--- src/rtl/core/revol_pkg.sv ---
`timescale 1ns / 1ps
// ----------------------------------------------------------------------------
// revol_pkg
// shared constants and types for the range spread volatility block
// ----------------------------------------------------------------------------
package revol_pkg;

	localparam int ShortSpanDef = 10;
	localparam int LongSpanDef  = 20;

	localparam logic [15:0] ShortSmoothRst = 16'd11916;
	localparam logic [15:0] LongSmoothRst  = 16'd6242;

	localparam int RangeW = 33;
	// average in Q33.8: range times 256
	localparam int AvgW   = RangeW + 8;
	// numerator 100 * |diff|
	localparam int NumW   = AvgW + 8;
	localparam int QuoW   = NumW + 16;

	localparam logic CfgShort = 1'b0;
	localparam logic CfgLong  = 1'b1;

	typedef struct packed {
		logic load;
		logic init_avg;
		logic step_long;
		logic div_start;
	} revol_cmd_t;

	typedef struct packed {
		logic line_full;
		logic div_done;
	} revol_sts_t;

endpackage

--- src/rtl/core/revol_ctrl.sv ---
`timescale 1ns / 1ps
// ----------------------------------------------------------------------------
// revol_ctrl
// sequencer: line update, two average recursions, divide, result handoff
// ----------------------------------------------------------------------------
module revol_ctrl
	import revol_pkg::*;
#(
	parameter int LineDepth = LongSpanDef - 1,
	parameter int CntW = $clog2(LineDepth + 1)
) (
	input  logic              clk,
	input  logic              arst_n,
	input  logic              in_valid,
	output logic              in_ready,
	output logic              out_valid,
	input  logic              out_ready,
	input  revol_sts_t        sts,
	output revol_cmd_t        cmd,
	output logic [CntW-1:0]   idx
);

	typedef enum logic [5:0] {
		ST_IDLE  = 6'b000001,
		ST_INIT  = 6'b000010,
		ST_LONG  = 6'b000100,
		ST_SHORT = 6'b001000,
		ST_DIV   = 6'b010000,
		ST_WAIT  = 6'b100000
	} state_t;

	state_t          state_q;
	logic [CntW-1:0] cnt_q;
	logic            out_valid_q;

	assign in_ready  = (state_q == ST_IDLE) && !out_valid_q;
	assign out_valid = out_valid_q;
	assign idx       = cnt_q;

	always_comb begin
		cmd = '0;
		cmd.load = in_valid && in_ready;
		unique case (state_q)
			ST_IDLE:  cmd.init_avg = 1'b0;
			ST_INIT:  cmd.init_avg = 1'b1;
			ST_LONG:  cmd.step_long = 1'b1;
			ST_SHORT: cmd.div_start = 1'b0;
			ST_DIV:   cmd.div_start = 1'b0;
			ST_WAIT:  cmd.div_start = 1'b0;
			default:  cmd.init_avg = 1'b0;
		endcase
		cmd.div_start = (state_q == ST_SHORT) && (cnt_q == '0);
	end

	always_ff @(posedge clk or negedge arst_n) begin
		if (!arst_n) begin
			state_q     <= ST_IDLE;
			cnt_q       <= '0;
			out_valid_q <= 1'b0;
		end else begin
			if (out_valid_q && out_ready) out_valid_q <= 1'b0;
			unique case (state_q)
				ST_IDLE: begin
					if (in_valid && in_ready) state_q <= ST_WAIT;
				end
				ST_WAIT: begin
					// line updated; decide whether a result is due
					if (sts.line_full) begin
						state_q <= ST_INIT;
					end else begin
						state_q <= ST_IDLE;
					end
				end
				ST_INIT: begin
					cnt_q   <= CntW'(LineDepth - 1);
					state_q <= ST_LONG;
				end
				ST_LONG: begin
					// long and short step in parallel; long starts first and both end at index zero
					if (cnt_q == '0) begin
						cnt_q   <= '0;
						state_q <= ST_SHORT;
					end else begin
						cnt_q <= cnt_q - 1'b1;
					end
				end
				ST_SHORT: state_q <= ST_DIV;
				ST_DIV: begin
					if (sts.div_done) begin
						out_valid_q <= 1'b1;
						state_q     <= ST_IDLE;
					end
				end
				default: state_q <= ST_IDLE;
			endcase
		end
	end

endmodule

--- config.mk ---
export PLATFORM = sky130hd
export DESIGN_NAME = revol_ctrl
export DESIGN_NICKNAME = d
export VERILOG_FILES = /design/src/rtl/core/revol_pkg.sv /design/src/rtl/core/revol_ctrl.sv
export SDC_FILE = /design/constraint.sdc
export NUM_CORES = 1
export LEC_CHECK = 0
export BUFFER_PORTS_ARGS = -buffer_cell sky130_fd_sc_hd__buf_4
export CAP_MARGIN = 0
export CORE_AREA = 4 4 41 43
export DETAILED_ROUTE_END_ITERATION = 16
export DIE_AREA = 0 0 45 47
export GPL_ROUTABILITY_DRIVEN = 0
export PLACE_DENSITY = 0.76
export SETUP_SLACK_MARGIN = 0.2
export SYNTH_ARGS = -nofsm -noshare
export SYNTH_HDL_FRONTEND = slang
export SYNTH_SLANG_ARGS = --single-unit
--- constraint.sdc ---
create_clock -name clk -period 3.42 [get_ports clk]
set_input_delay 1.026 -clock clk [delete_from_list [all_inputs] [get_ports clk]]
set_output_delay 1.026 -clock clk [all_outputs]
set_load 0.05 [all_outputs]
==> impl_metrics.json, run 1 <==
{
  "status": "finished clean",
  "grt_max_degree": 13,
  "total_power_w": 0.0007507,
  "path_max_fanout": 6,
  "power_density_mw_per_mm2": 894.1,
  "design.final.nets": 99,
  "clkTransAtPathRegs_ns": 0.08,
  "layout-area-overhead-vs-synth_pct": 25.42,
  "grt_remaining_overflow": 0,
  "syn_avg_cell_area_um2": 9.297,
  "netlist_area_um2": 669.4,
  "start_kind": "flop",
  "hold_slack_ns": 0.5581,
  "synth_nets": 79,
  "cts.path.max_buffers": 2,
  "crit-reg2reg-capture": "idx[3]",
  "routed_wl_um": 1550,
  "min_delay_path_class": "input port to async pin",
  "post-route-drc-count": 0,
  "final_slew_viol_count": 0,
  "port_buffer_count": 16,
  "fin_skew_ns": 0.001720,
  "achievable-frequency_mhz": 322.3,
  "grt_antenna_before_repair": 0,
  "detail_route.vias_per_cell": 5.896,
  "final.fill_count": 116,
  "hpwl_um": 1155,
  "first_global_vias": 573,
  "finalHoldViolations": 0,
  "die-area_mm2": 0.002115,
  "root_buffer": "clkbuf_4",
  "cts_sinks": 12,
  "clkLatencyLatePin_ns": 0.28,
  "cp_endpoint_kind": "output port",
  "worst-endpoint-required_ns": 2.39,
  "placeableCoreArea_mm2": 0.001301,
  "syn-instance-count": 72,
  "max_slew.worst_pin.slew_ns": 0.3539,
  "timing.setup.tns_ns": 0,
  "r2r_start": "idx[0]",
  "setup.reg_to_reg.worst_slack_ns": 1.44,
  "drt-pass1-iter-count": 4,
  "yosysWarnings": 0,
  "holdBufCountCts": 0,
  "p_leak_nw": 0.4061,
  "report.final.setup_viol": 0,
  "n_antenna_cell": 0,
  "global_route.usage.total": 0.1704,
  "period_needed_ns": 3.103,
  "cts-buffers-inserted": 3,
  "floorplan.die.width_um": 45,
  "synth_area_leaders": "dfrtp_1 (41%), nor3_1 (4.5%), dfstp_2 (3.9%)",
  "total_i_o_pin_count": 17,
  "cts_resized": 0,
  "layout_worst_path_cycle_share": 0.9074,
  "slew_headroom": 0.7636,
  "vdd_ir_drop_max_mv": 0.5014,
  "post_drt_wl_per_cell_um": 14.62,
  "cts_max_level": 1,
  "ys_ff_latch": 12,
  "final_layout_size_suffix_gt1_frac": 0.2747,
  "drv.max_cap_violation_count": 0,
  "vias": 625,
  "drtAntennaViolNets": 0,
  "initial_utilization": 0.5144,
  "detailedRoute.firstIterationViolations": 12,
  "grt_setup_unrepaired": "false",
  "worstPathArrival_ns": 2.08,
  "timing.reg2reg.worst_path_depth": 6,
  "floorplan.rows": 13,
  "netlist.area_leader.share": 0.4112,
  "yosys.cell_types.count": 29,
  "postCtsSetupBuffers": 0,
  "tritoncts": "built",
  "grt_first_pass_wirelength_um": 2463,
  "critPathKind": "flop to output port",
  "die_height_um": 47,
  "seq_area_frac_synth": 0.4505,
  "library_cell_with_the_largest_summed_area_after_synthesis": "dfrtp_1",
  "area.sequential_um2": 301.5,
  "area_occupied_by_multi_input_gates_um2": 340.3
}
power by group:
| part | leakage [nW] | internal, W | switching, W | total (W) |
|---|---|---|---|---|
| combinational | 0.227 | 0.000151 | 0.000250 | 0.000402 |
| sequential | 0.159 | 0.000184 | 0.0000490 | 0.000232 |
| clock | 0.0210 | 0.0000649 | 0.0000516 | 0.000116 |
synth_stat cells (all sizes together):
| master | count |
|---|---|
| nand2b | 3 |
| o21a | 1 |
| ha | 1 |
| nand3 | 5 |
| or4 | 1 |
| nor3 | 6 |
| or4b | 2 |
| o211a | 1 |
| o22ai | 1 |
| xnor2 | 1 |
| nor2b | 4 |
| a21oi | 3 |
| buf | 1 |
| mux2i | 1 |
| and3 | 1 |
| a31oi | 1 |
| inv | 6 |
| a21o | 1 |
| o2bb2ai | 2 |
| nor3b | 3 |
| dfrtp | 11 |
| or3 | 3 |
| nor2 | 6 |
| nand4 | 1 |
| o21ai | 5 |
| dfstp | 1 |
per-layer routing:
metal	global-route usage	vias up	routed length (um)
met5	0	-	0
met4	0.1053	0	36
met3	0.05364	5	79
met2	0.2542	20	741
met1	0.2153	299	693
li1	-	301	-
sequential cells by signal, indices dropped and copies added (netlist names):
register and flops:
out_valid 1, state_q 6, idx 5
area by class of cell:
cell class,instances,area share
Inverter,6,0.02683
Multi-Input combinational cell,53,0.4054
Timing Repair Buffer,16,0.1431
Tap cell,15,0.02235
Sequential cell,12,0.3592
Clock buffer,4,0.04322
worst max-delay path by stage:
stage	from	endpoint	slack (ns)
floorplan	idx[0]	cmd[0]	0.22
global placement	state_q[0]	cmd[3]	0.67
detailed placement	state_q[0]	cmd[3]	0.64
CTS	state_q[0]	cmd[3]	0.32
global route	state_q[0]	cmd[3]	0.23
finish	state_q[0]	cmd[3]	0.32
placed cells by master (no fill, tap or decap), types with 2 or more instances in the layout:
master	instances
inv_1	6
o2bb2ai_1	2
buf_4	16
dfrtp_1	11
a21oi_1	3
nand3_1	5
o21ai_0	5
nor2b_1	3
or3_1	2
nor2_1	6
nor3b_1	3
nand2b_1	3
clkbuf_4	3
nor3_1	6
critical path, stage by stage (launching register included):
cell	delay (ns)
dfstp_2	0.57
or4b_4	0.49
or3_4	0.37
nor2b_2	0.16
buf_4	0.21
cell families after synthesis:
kind of cell    Yosys count  synth area share
fa+ha+maj                 1           0.01869
mux                       1           0.01495
xor+xnor                  1           0.01309
compound gates           15            0.1421
simple gates             35            0.3196
buf+inv                   7           0.04111
flops                    12            0.4505
through the flow:
step | worst slack, ns | instance area (um2) | instances | utilization
2_1_floorplan | 0.2244 | 669.4 | 72 | -
3_3_place_gp | 0.6732 | 803.3 | 102 | 0.6173
3_5_place_dp | 0.6444 | 803.3 | 102 | 0.6173
4_1_cts | 0.3161 | 839.6 | 106 | 0.6452
5_1_grt | 0.2350 | 839.6 | 106 | 0.6452
6_report | 0.3168 | 839.6 | 106 | 0.6452
Note: power is estimated with default switching activity, not from simulation.
==> run 2: changes to the inputs <==
- CELL_PAD_IN_SITES_DETAIL_PLACEMENT: unset -> 0
- CELL_PAD_IN_SITES_GLOBAL_PLACEMENT: unset -> 1
- CORE_AREA: 4 4 41 43 -> unset
- CORE_MARGIN: unset -> 4
- CORE_UTILIZATION: unset -> 40
- DIE_AREA: 0 0 45 47 -> unset
- PLACE_DENSITY: 0.76 -> unset
- PLACE_DENSITY_LB_ADDON: unset -> 0.1
==> run 2 against run 1 <==
  * Critical path depth did not move
  * Clock skew hardly changed
  * Total power is 3.4% lower
  * Register-to-register slack hardly changed
  * Global-route usage is 2.7 points lower
  * Critical endpoint unchanged
==> impl_metrics.json, run 2 (synthesis gave the netlist of run 1 again) <==
{
  "timing.setup.tns_ns": 0,
  "cp_endpoint_kind": "output port",
  "grt_setup_unrepaired": "false",
  "total_i_o_pin_count": 17,
  "status": "finished clean",
  "first_global_vias": 599,
  "drv.max_cap_violation_count": 0,
  "clkTransAtPathRegs_ns": 0.08,
  "layout-area-overhead-vs-synth_pct": 24.11,
  "cts_max_level": 1,
  "port_buffer_count": 16,
  "slew_headroom": 0.7061,
  "drt-pass1-iter-count": 4,
  "floorplan.die.width_um": 48.91,
  "final_cell_mix": "buf_4 (16), dfrtp_1 (11), nor2_1 (6), inv_1 (6), nor3_1 (6)",
  "achievable-frequency_mhz": 325.5,
  "placeableCoreArea_mm2": 0.001541,
  "hpwl_um": 1143,
  "power_density_mw_per_mm2": 873.1,
  "vias": 598,
  "detailedRoute.firstIterationViolations": 16,
  "post_drt_wl_per_cell_um": 14.66,
  "die-area_mm2": 0.002392,
  "global_route.usage.total": 0.1437,
  "final_layout_size_suffix_gt1_frac": 0.2637,
  "final.fill_count": 166,
  "n_antenna_cell": 0,
  "period_needed_ns": 3.072,
  "share_comb_of_total_power": 0.547,
  "sw_frac_of_total": 0.4758,
  "fin_skew_ns": 0.001713,
  "final_common_cell": "buf_4",
  "hold_slack_ns": 0.5510,
  "grt_remaining_overflow": 0,
  "cts_sinks": 12,
  "vdd_ir_drop_max_mv": 0.5350,
  "holdBufCountCts": 0,
  "cts.path.max_buffers": 2,
  "postCtsSetupBuffers": 0,
  "start_kind": "flop",
  "p_switching_w": 0.0003451,
  "post-route-drc-count": 0,
  "detail_route.vias_per_cell": 5.589,
  "cts-buffers-inserted": 3,
  "cts_resized": 0,
  "die_height_um": 48.91,
  "largest_register_ff_count": 6,
  "cell_internal_pwr_w": 0.0003802,
  "finalHoldViolations": 0,
  "min_delay_path_class": "flop to flop",
  "grt_first_pass_wirelength_um": 2677,
  "grt_max_degree": 13,
  "design.final.nets": 99,
  "report.final.setup_viol": 0,
  "critPathKind": "flop to output port",
  "routed_wl_um": 1569,
  "p_leak_nw": 0.4001,
  "layout_worst_path_cycle_share": 0.8982,
  "tritoncts": "built",
  "final_slew_viol_count": 0,
  "root_buffer": "clkbuf_4",
  "initial_utilization": 0.4343,
  "clkLatencyLatePin_ns": 0.28,
  "max_slew.worst_pin.slew_ns": 0.4399,
  "floorplan.rows": 14,
  "power.clock.fraction": 0.132,
  "worst-endpoint-required_ns": 2.39,
  "drtAntennaViolNets": 0,
  "worstPathArrival_ns": 2.05,
  "path_max_fanout": 6,
  "grt_antenna_before_repair": 0,
  "regMostFlops": "state_q",
  "power_frac_seq": 0.320
}
## run 2: cell count changes in the layout (fill, tap and decap cells not counted)
cell      before  now
clkbuf_8       1    0
clkbuf_1       0    1
## run 2: area by class of cell
class	count	area [um2]	share of cell area
Multi-Input combinational cell	53	340.3	0.4096
Clock buffer	4	26.28	0.03163
Inverter	6	22.52	0.02711
Tap cell	16	20.02	0.02410
Sequential cell	12	301.5	0.3630
Timing Repair Buffer	16	120.1	0.1446
## run 2: worst max-delay path, cell delays in order, from the launching register on
cell     delay [ns]
dfstp_2        0.57
or4b_4         0.48
or3_4          0.37
nor2b_2        0.13
buf_4          0.20
## run 2: through the flow
| stage | std cells | utilization | area [um2] | total power [W] | worst slack [ns] |
|---|---|---|---|---|---|
| finish | 107 | 0.5390 | 830.8 | 0.0007254 | 0.3482 |
| global route | 107 | 0.5390 | 830.8 | 0.0007810 | 0.2512 |
| CTS | 107 | 0.5390 | 830.8 | 0.0007298 | 0.3417 |
| detailed placement | 103 | 0.5219 | 804.5 | 0.0006315 | 0.6657 |
| floorplan | 72 | - | 669.4 | 0.0005218 | 0.2244 |
| global placement | 103 | 0.5219 | 804.5 | 0.0006291 | 0.6829 |
## run 2: final timing paths
check | startpoint | endpoint | slack, ns | depth (start not counted)
min in group asynchronous | arst_n | state_q[2] | 0.57 | 1
setup / recovery | state_q[0] | cmd[3] | 0.35 | 4
hold / removal | idx[4] | idx[4] | 0.55 | 1
max in group asynchronous | arst_n | state_q[0] | 2.62 | 1
setup reg to reg | idx[0] | idx[3] | 1.44 | 6
hold reg to reg | idx[4] | idx[4] | 0.55 | 1
## run 2: per-layer routing
| layer | part of all wire | wire length [um] | up-vias | GRT usage |
|---|---|---|---|---|
| li1 | - | - | 300 | - |
| met1 | 0.53 | 838 | 280 | 0.2045 |
| met2 | 0.40 | 630 | 15 | 0.1870 |
| met3 | 0.047 | 73 | 3 | 0.04587 |
| met4 | 0.017 | 27 | 0 | 0.08072 |
| met5 | 0 | 0 | - | 0 |
## run 2: power by group through the flow
stage | registers, W | clock network (W) | logic, W
CTS | 0.000232 | 0.0000981 | 0.000400
global placement | 0.000232 | 0 | 0.000397
finish | 0.000232 | 0.0000958 | 0.000397
global route | 0.000239 | 0.000110 | 0.000431
floorplan | 0.000309 | 0 | 0.000213
detailed placement | 0.000234 | 0 | 0.000398
==> run 3: changes to the inputs <==
- CORE_UTILIZATION: 40 -> 39
==> run 3 against run 2 <==
  * Largest cell class unchanged
  * Worst setup slack got worse by 0.0043 ns
  * Sequential share of layout area decreased by 0.43 points
  * Highest routed layer unchanged
  * Critical endpoint unchanged
  * Total power increased by 2.8%
  * Combinational power about the same
==> impl_metrics.json, run 3 (synthesis gave the netlist of run 1 again) <==
{
  "status": "finished clean",
  "cp_cell_sequence": "or4b_4, or3_4, nor2b_2, buf_4",
  "n_antenna_cell": 0,
  "cts.path.max_buffers": 2,
  "total_power_w": 0.0007457,
  "max_slew.worst_pin.slew_ns": 0.3837,
  "layout-area-overhead-vs-synth_pct": 25.61,
  "final_cell_mix": "buf_4 (16), dfrtp_1 (11), nor2_1 (6), inv_1 (6), nor3_1 (6)",
  "largest_stage_delay_on_the_critical_path_ns": 0.57,
  "finalHoldViolations": 0,
  "final_layout_size_suffix_gt1_frac": 0.2747,
  "timing.setup.tns_ns": 0,
  "power_density_mw_per_mm2": 886.8,
  "period_needed_ns": 3.076,
  "worstPathArrival_ns": 2.05,
  "regMostFlops": "state_q",
  "preCtsSetupSlack_ns": 0.6456,
  "worst-path-stages": 4,
  "post-route-drc-count": 0,
  "final_core_utilization": 0.5393,
  "die_height_um": 49.43,
  "largest_register_ff_count": 6,
  "critPathBufInv": 1,
  "critical-path-top-delay-family": "simple AND/OR/NAND/NOR gates",
  "cts-buffers-inserted": 3,
  "holdBufCountCts": 0,
  "path_max_fanout": 6,
  "cts_resized": 0,
  "post_drt_wl_per_cell_um": 15.18,
  "postPlaceCellArea_um2": 804.5,
  "drtAntennaViolNets": 0,
  "floorplan.rows": 14,
  "port_buffer_count": 16,
  "grt_max_degree": 13,
  "cp_endpoint_kind": "output port",
  "tritoncts": "built",
  "global_route.usage.total": 0.1561,
  "worst-endpoint-required_ns": 2.39,
  "detail_route.vias_per_cell": 5.598,
  "initial_utilization": 0.4294,
  "die-area_mm2": 0.002443,
  "critPathKind": "flop to output port",
  "drv.max_cap_violation_count": 0,
  "vdd_ir_drop_max_mv": 0.5096,
  "p_leak_nw": 0.4061,
  "worstHoldPathCells": 1,
  "slew_headroom": 0.7437,
  "timing.reg2reg.worst_path_depth": 6,
  "grt_antenna_before_repair": 0,
  "design.final.nets": 99,
  "final_slew_viol_count": 0,
  "start_kind": "flop",
  "cts_max_level": 1,
  "clkLatencyLatePin_ns": 0.27,
  "grt_setup_unrepaired": "false",
  "report.final.setup_viol": 0,
  "final_common_cell": "buf_4",
  "achievable-frequency_mhz": 325.1,
  "detailedRoute.firstIterationViolations": 11,
  "layout_worst_path_cycle_share": 0.8994,
  "grt_first_pass_wirelength_um": 2870,
  "cp_slowest_cell": "dfstp_2",
  "worst_slack_ns": 0.3439,
  "clkTransAtPathRegs_ns": 0.08,
  "grt_remaining_overflow": 0,
  "routed_wl_um": 1624,
  "floorplan.die.width_um": 49.43,
  "first_global_vias": 619,
  "design_area_um2": 840.8,
  "cts_sinks": 12,
  "vias": 599,
  "hpwl_um": 1238,
  "drt-pass1-iter-count": 4,
  "postCtsSetupBuffers": 0,
  "total_i_o_pin_count": 17,
  "placeableCoreArea_mm2": 0.001559,
  "root_buffer": "clkbuf_4",
  "min_delay_path_class": "flop to flop",
  "fin_skew_ns": 0.002211
}
run 3: cell counts in the layout (fill, tap and decap cells not counted):
No cell type changed its count.
run 3: per-layer routing:
| layer | up-vias | global-route usage | wire length [um] |
|---|---|---|---|
| met2 | 15 | 0.2411 | 797 |
| met1 | 286 | 0.1966 | 757 |
| met4 | 0 | 0.07834 | 12 |
| li1 | 296 | - | - |
| met5 | - | 0 | 0 |
| met3 | 2 | 0.04587 | 55 |
run 3: worst reg2reg max path, stage by stage (launching register included):
cell and delay, ns:
dfrtp_1 0.40, inv_1 0.09, ha_1 0.19, or4b_2 0.63, nand4_1 0.27, o21ai_0 0.15
o2bb2ai_1 0.15
run 3: area by class of cell:
| cell class | count | area (um2) |
|---|---|---|
| well taps | 16 | 20.02 |
| repair buffers | 16 | 120.1 |
| inverters | 6 | 22.52 |
| flip-flops and latches | 12 | 301.5 |
| fillers | 151 | 718.2 |
| clock buffers | 4 | 36.28 |
| multi-input cells | 53 | 340.3 |
run 3: path summary, 6_finish.rpt:
| path | from | to | slack [ns] |
|---|---|---|---|
| setup / recovery | state_q[0] | cmd[3] | 0.34 |
| setup reg to reg | idx[0] | idx[3] | 1.41 |
| hold reg to reg | idx[4] | idx[4] | 0.55 |
| min in group asynchronous | arst_n | state_q[4] | 0.57 |
| hold / removal | idx[4] | idx[4] | 0.55 |
| max in group asynchronous | arst_n | state_q[0] | 2.62 |
run 3: report_power, final:
part | leakage (nW) | switching [W] | internal (W)
Clock | 0.0210 | 0.0000517 | 0.0000647
Sequential | 0.159 | 0.0000485 | 0.000183
Combinational | 0.227 | 0.000246 | 0.000151
Total | 0.406 | 0.000346 | 0.000399
run 3: metrics by stage:
| stage | std cells | hold slack [ns] |
|---|---|---|
| 6_report | 107 | 0.5510 |
| 5_1_grt | 107 | 0.5647 |
| 4_1_cts | 107 | 0.5462 |
| 3_5_place_dp | 103 | 0.5249 |
| 3_3_place_gp | 103 | 0.5201 |
| 2_1_floorplan | 72 | 0.4911 |
